$ cat src/hdl/ppt_pkg.sv
// Shared types and constants for the projective point transform.
`default_nettype none
package ppt_pkg;

  localparam int unsigned CoordW   = 24;
  localparam int unsigned NumW     = 57;
  localparam int unsigned DenW     = 61;
  localparam int unsigned FeedW    = 12;
  localparam int unsigned QuoW     = 25;
  localparam int unsigned NumCells = QuoW;

  localparam logic [2:0] RegXLinear = 3'd0;
  localparam logic [2:0] RegXOffset = 3'd1;
  localparam logic [2:0] RegYLinear = 3'd2;
  localparam logic [2:0] RegYOffset = 3'd3;
  localparam logic [2:0] RegWLinear = 3'd4;
  localparam logic [2:0] RegWOffset = 3'd5;

  localparam logic [CoordW-1:0] OutMax = 24'h7FFFFF;
  localparam logic [CoordW-1:0] OutMin = 24'h800000;

  typedef struct packed {
    logic [63:0] x_linear;
    logic [47:0] x_offset;
    logic [63:0] y_linear;
    logic [47:0] y_offset;
    logic [63:0] w_linear;
    logic [47:0] w_offset;
  } cfg_t;

  typedef struct packed {
    logic [DenW-1:0]  rem;
    logic [DenW-1:0]  den;
    logic [FeedW-1:0] feed;
    logic [QuoW-1:0]  quo;
  } div_t;

  typedef struct packed {
    logic valid;
    logic wz;
    logic neg_x;
    logic neg_y;
    logic sat_x;
    logic sat_y;
  } side_t;

endpackage
`default_nettype wire

$ cat src/hdl/ppt_div_cell.sv
// One restoring division step: produces one quotient bit per item.
`default_nettype none
module ppt_div_cell import ppt_pkg::*; (
  input  wire logic clk_i,
  input  wire logic en_i,
  input  div_t      div_i,
  output div_t      div_o
);

  logic [DenW:0]   trial;
  logic [DenW:0]   diff;
  logic            take;
  div_t            div_d;
  div_t            div_q;

  always_comb begin
    trial = {div_i.rem, div_i.feed[FeedW-1]};
    diff  = trial - {1'b0, div_i.den};
    take  = (trial >= {1'b0, div_i.den});
    div_d.rem  = take ? diff[DenW-1:0] : trial[DenW-1:0];
    div_d.den  = div_i.den;
    div_d.feed = {div_i.feed[FeedW-2:0], 1'b0};
    div_d.quo  = {div_i.quo[QuoW-2:0], take};
  end

  always_ff @(posedge clk_i) begin
    if (en_i) begin
      div_q <= div_d;
    end
  end

  assign div_o = div_q;

endmodule
`default_nettype wire

$ cat config.mk
export PLATFORM = sky130hd
export DESIGN_NAME = ppt_div_cell
export DESIGN_NICKNAME = d
export VERILOG_FILES = /design/src/hdl/ppt_pkg.sv /design/src/hdl/ppt_div_cell.sv
export SDC_FILE = /design/constraint.sdc
export NUM_CORES = 1
export LEC_CHECK = 0
export BUFFER_PORTS_ARGS = -buffer_cell sky130_fd_sc_hd__buf_2
export CAP_MARGIN = 10
export CORE_UTILIZATION = 45
export CTS_BUF_LIST = sky130_fd_sc_hd__clkbuf_4 sky130_fd_sc_hd__clkbuf_8 sky130_fd_sc_hd__clkbuf_16
export CTS_CLUSTER_DIAMETER = 120
export CTS_CLUSTER_SIZE = 25
export DETAILED_ROUTE_END_ITERATION = 16
export PLACE_DENSITY = 0.76
export SLEW_MARGIN = 20
export SYNTH_ARGS = -nofsm -noshare
export SYNTH_HDL_FRONTEND = slang
export SYNTH_SLANG_ARGS = --single-unit
$ cat constraint.sdc
create_clock -name clk_i -period 5.8 [get_ports clk_i]
set_clock_uncertainty 0.15 [all_clocks]
set_input_delay 1.45 -clock clk_i [delete_from_list [all_inputs] [get_ports clk_i]]
set_output_delay 1.45 -clock clk_i [all_outputs]
set_load 0.05 [all_outputs]
Word-level counts from Yosys, hierarchy flattened --
Cells that the tools add are included.
Operators by class: $add $sub $neg 1, multipliers 0, div/mod/pow operators 0, magnitude comparators 1, equality and inequality tests 0, shifts and indexed selects 0, mux-type cells 1, bitwise gates (word level) 0, reductions and logical operators 0
Operators with widths (number):
- >= comparator 62 x 61 -> 1 bit | 1
- 2-to-1 mux 61 bit | 1
- subtractor 61 bit | 1
Word-level totals: flip-flop bits (word level) 158, latch bits 0, RAM bits 0, bits in read-only memories 0, input port bits 161, output and inout port bits 159, logic and storage cells 7, memories kept 0

Logic depth before layout (Yosys ltp) --
depth after elaboration 2, depth in mapped cells 15, depth with buffers taken out 14

Worst setup path after synthesis --
No wires, ideal clock.
path kind input -> register, start point input div_i[36] (netlist bit), end point register div_q (netlist bit div_o[100]) (data pin), setup time 0.260 ns, arrival time 4.110 ns, required time 5.390 ns, path slack 1.280 ns, stages on the path 15, path buffers 1, path through inv_1 > ha_1 > fa_1 > nor2b_1 > o31ai_1 > a211oi_1 > a211o_1 > nand2_2 > o21a_4 > o21ai_2 > a41o_1 > a21oi_4 > inv_2 > buf_6 > mux2_4
RTL lines:
- start, declared | RTL line ppt_div_cell.sv:6 | input div_t div_i,
- end signal, assigned | RTL line ppt_div_cell.sv:28 | div_q <= div_d;
- end, declared | RTL line ppt_div_cell.sv:14 | div_t div_q;

==> results.cfg <==
[clock_tree]
ctsHoldBuffers = 0
path_clk_slew_ps = 70
post-cts-setup-buffers = 0
cts_buffers = 17
clock_sinks = 158
cts-root-buf = clkbuf_16
cts-resized-gates = 0
h-tree-depth = 4
cts_buffer_depth = 2
cts_tree = yes

[power_and_ir_drop]
p_leak_uw = 0.00558
p_comb_frac = 0.333
ir_drop_mv = 0.198
clockPowerShare = 0.298
powerDensity_nw_per_um2 = 326
p_sw_frac = 0.362
power_switching_uw = 1420
intPower_uw = 2500
pwr-share-seq = 0.369

[sta]
hold_violations = 0
fin_ws_ps = 1020
setup_viol = 0
whs_ps = 1030
setup_tns_ps = 0
fmax_mhz = 209
worst_pin_slew_ps = 850
fin_crit_ps = 4780
rsz0062_at_grt = no
post-route-period-util = 0.824
relSlewSlack = 0.434
slew_violations = 0

[place]
dp_hpwl_mm = 19.5
pre_cts_ws_ps = 614
place_area_um2 = 11400
gp_congestion = 0.875
port_buffers = 317

[floorplanning]
die_y_um = 148
start_util = 0.458
fp-row-count = 53
dieArea_um2 = 21900
core_area_um2 = 21000
die_x_um = 148
ios = 320

[finish]
drive_above_1_share = 0.364
mostFrequentLayoutCell = buf_2
fillers = 1774
largest_reg_flops = 158
area_growth_pct = 25.3
finalNetCount = 1361
final_cell_mix = 316 x buf_2, 158 x edfxtp_1, 76 x a21oi_1
design_area_um2 = 12000

[hold_path]
hp-class = input pin to flop

[detailed_routing]
wl_mm = 25.4
drt-wirelength-per-cell_um = 17.8
vias = 7707
via_per_inst = 5.40
drtIter0Drc = 498
drcViolationCount = 0
ant_nets = 0
drt_pass1_iterations = 6

[critical_path]
critPathRequiredTime_ps = 5830
crit_slowest_cell = ha_1
critPathLaunchType = input pin
path_class = input pin to flop
critPathCapture = div_o[130]
cpPeakStageDelay_ps = 440
cp_max_fo = 33
cp.arrival_ps = 4810
startpoint = div_i[50]
cp-end-kind = flop
crit_chain = buf_2 > inv_1 > ha_1 > and3_1 > nand4_1 > a211oi_1 > a211o_1 > nand2_2 > o21a_4 > o21ai_2 > a41o_1 > a21oi_4 > clkinv_2 > buf_12 > mux2_4

[global_route]
grt_pass1_wl_mm = 38.3
grt_overflow = 0
grt_start_max_net_pins = 91
grt_pass1_vias = 7278
grt_usage = 0.227
antenna_found_initial = 4

[logic_synthesis]
synthArstFlopShare = 0
ys_seq_elements = 158
synth_cell_types = 60
synth_warnings = 0
dominantRegCellSynth = edfxtp_1
yosysSeqAreaShare = 0.495
syn_inst = 832
synth_nets = 1055
syn_avg_cell_area_um2 = 11.5
synth_edf_count = 158
synth.cell_area_um2 = 9590

[status]
status = finished clean

[run]
max_cap_violations = 0
[per-stage QoR]
| stage | instances | power, uW | util |
|---|---|---|---|
| 2_1_floorplan | 832 | 2450 | - |
| 3_3_place_gp | 1394 | 2750 | 0.545 |
| 3_5_place_dp | 1394 | 2770 | 0.545 |
| 4_1_cts | 1426 | 3940 | 0.574 |
| 5_1_grt | 1426 | 4070 | 0.574 |
| 6_report | 1428 | 3920 | 0.574 |
[how the worst min path moves through the flow]
| stage | start | endpoint | slack [ps] | cells past startpoint |
|---|---|---|---|---|
| after floorplan | div_i[9] | div_o[10] | 1400 | 0 |
| after global placement | div_i[17] | div_o[18] | 1480 | 1 |
| after global routing | div_i[22] | div_o[23] | 1020 | 1 |
| after detailed placement | div_i[21] | div_o[22] | 1480 | 1 |
| after CTS | div_i[2] | div_o[3] | 1020 | 1 |
| final | div_i[2] | div_o[3] | 1030 | 1 |
[power groups by stage]
stage               logic [uW]  clock network [uW]  registers, uW
CTS                       1310                1180           1450
detailed placement        1300                   0           1470
global placement          1280                   0           1470
floorplan                  526                   0           1930
global route              1390                1220           1460
finish                    1310                1170           1450
[cells by family (layout without fill, tap and decap cells)]
logic type	count (synthesis)	in the layout	share of synthesized area
AOI/OAI and AO/OA	216	216	0.145
xor gates and xnor gates	56	56	0.0511
adders and majority gates	62	62	0.0816
buffers and inverters	111	430	0.0485
DFF	158	158	0.495
muxes	61	61	0.0944
other	1	3	0.000391
and+or+nand+nor	167	167	0.0846
[area by class of cell]
cell class                 count  area (um^2)  share of cell area
sequential                   158         4740               0.395
clock buffer                  17          425              0.0354
tap                          275          344              0.0286
antenna                        2         5.00            0.000416
inverter                      76          287              0.0238
timing repair buffer         322         1660               0.138
multi-input combinational    563         4380               0.365
clock inverter                15          179              0.0149
[layer usage]
layer,global-route usage,up-vias,wire length [um]
li1,-,3707,-
met1,0.279,3644,10400
met2,0.388,312,12500
met3,0.0546,40,1980
met4,0.0732,4,486
met5,0,-,23
[cells in the mapped netlist, drive strengths merged (2+ instances only)]
| master | instances | area share |
|---|---|---|
| a31oi | 7 | 0.0046 |
| a221o | 2 | 0.0021 |
| o31ai | 4 | 0.0031 |
| inv | 76 | 0.030 |
| mux2 | 59 | 0.092 |
| and2 | 6 | 0.0039 |
| and3 | 8 | 0.0052 |
| a21boi | 9 | 0.0070 |
| o21a | 8 | 0.0070 |
| a221oi | 2 | 0.0018 |
| xnor2 | 37 | 0.034 |
| o2111ai | 3 | 0.0027 |
| nor2 | 29 | 0.011 |
| or3 | 2 | 0.0013 |
| nand2b | 3 | 0.0020 |
| a211oi | 4 | 0.0031 |
| o31a | 2 | 0.0018 |
| a41oi | 2 | 0.0018 |
| o21bai | 13 | 0.010 |
| o22ai | 3 | 0.0020 |
| a211o | 5 | 0.0046 |
| a21oi | 77 | 0.041 |
| nand3 | 22 | 0.011 |
| buf | 7 | 0.0078 |
| and4 | 5 | 0.0046 |
| xor2 | 19 | 0.017 |
| o211ai | 3 | 0.0023 |
| nor3 | 10 | 0.0052 |
| a41o | 2 | 0.0021 |
| clkbuf | 28 | 0.011 |
| nand4 | 14 | 0.0091 |
| nor2b | 4 | 0.0026 |
| nand2 | 57 | 0.023 |
| ha | 61 | 0.080 |
| o21ai | 35 | 0.019 |
| edfxtp | 158 | 0.49 |
| a21o | 28 | 0.022 |
| mux2i | 2 | 0.0021 |
| nor4 | 3 | 0.0020 |
[critical path: cells and delay by family]
kind / cells / cell delay, ps
AO/OA/AOI/OAI: 6 / 1420
AND/OR/NAND/NOR: 3 / 630
buffers and inverters: 4 / 490
adder cells (fa/ha/maj): 1 / 440
multiplexers: 1 / 330
(Power assumes the default switching activity.)
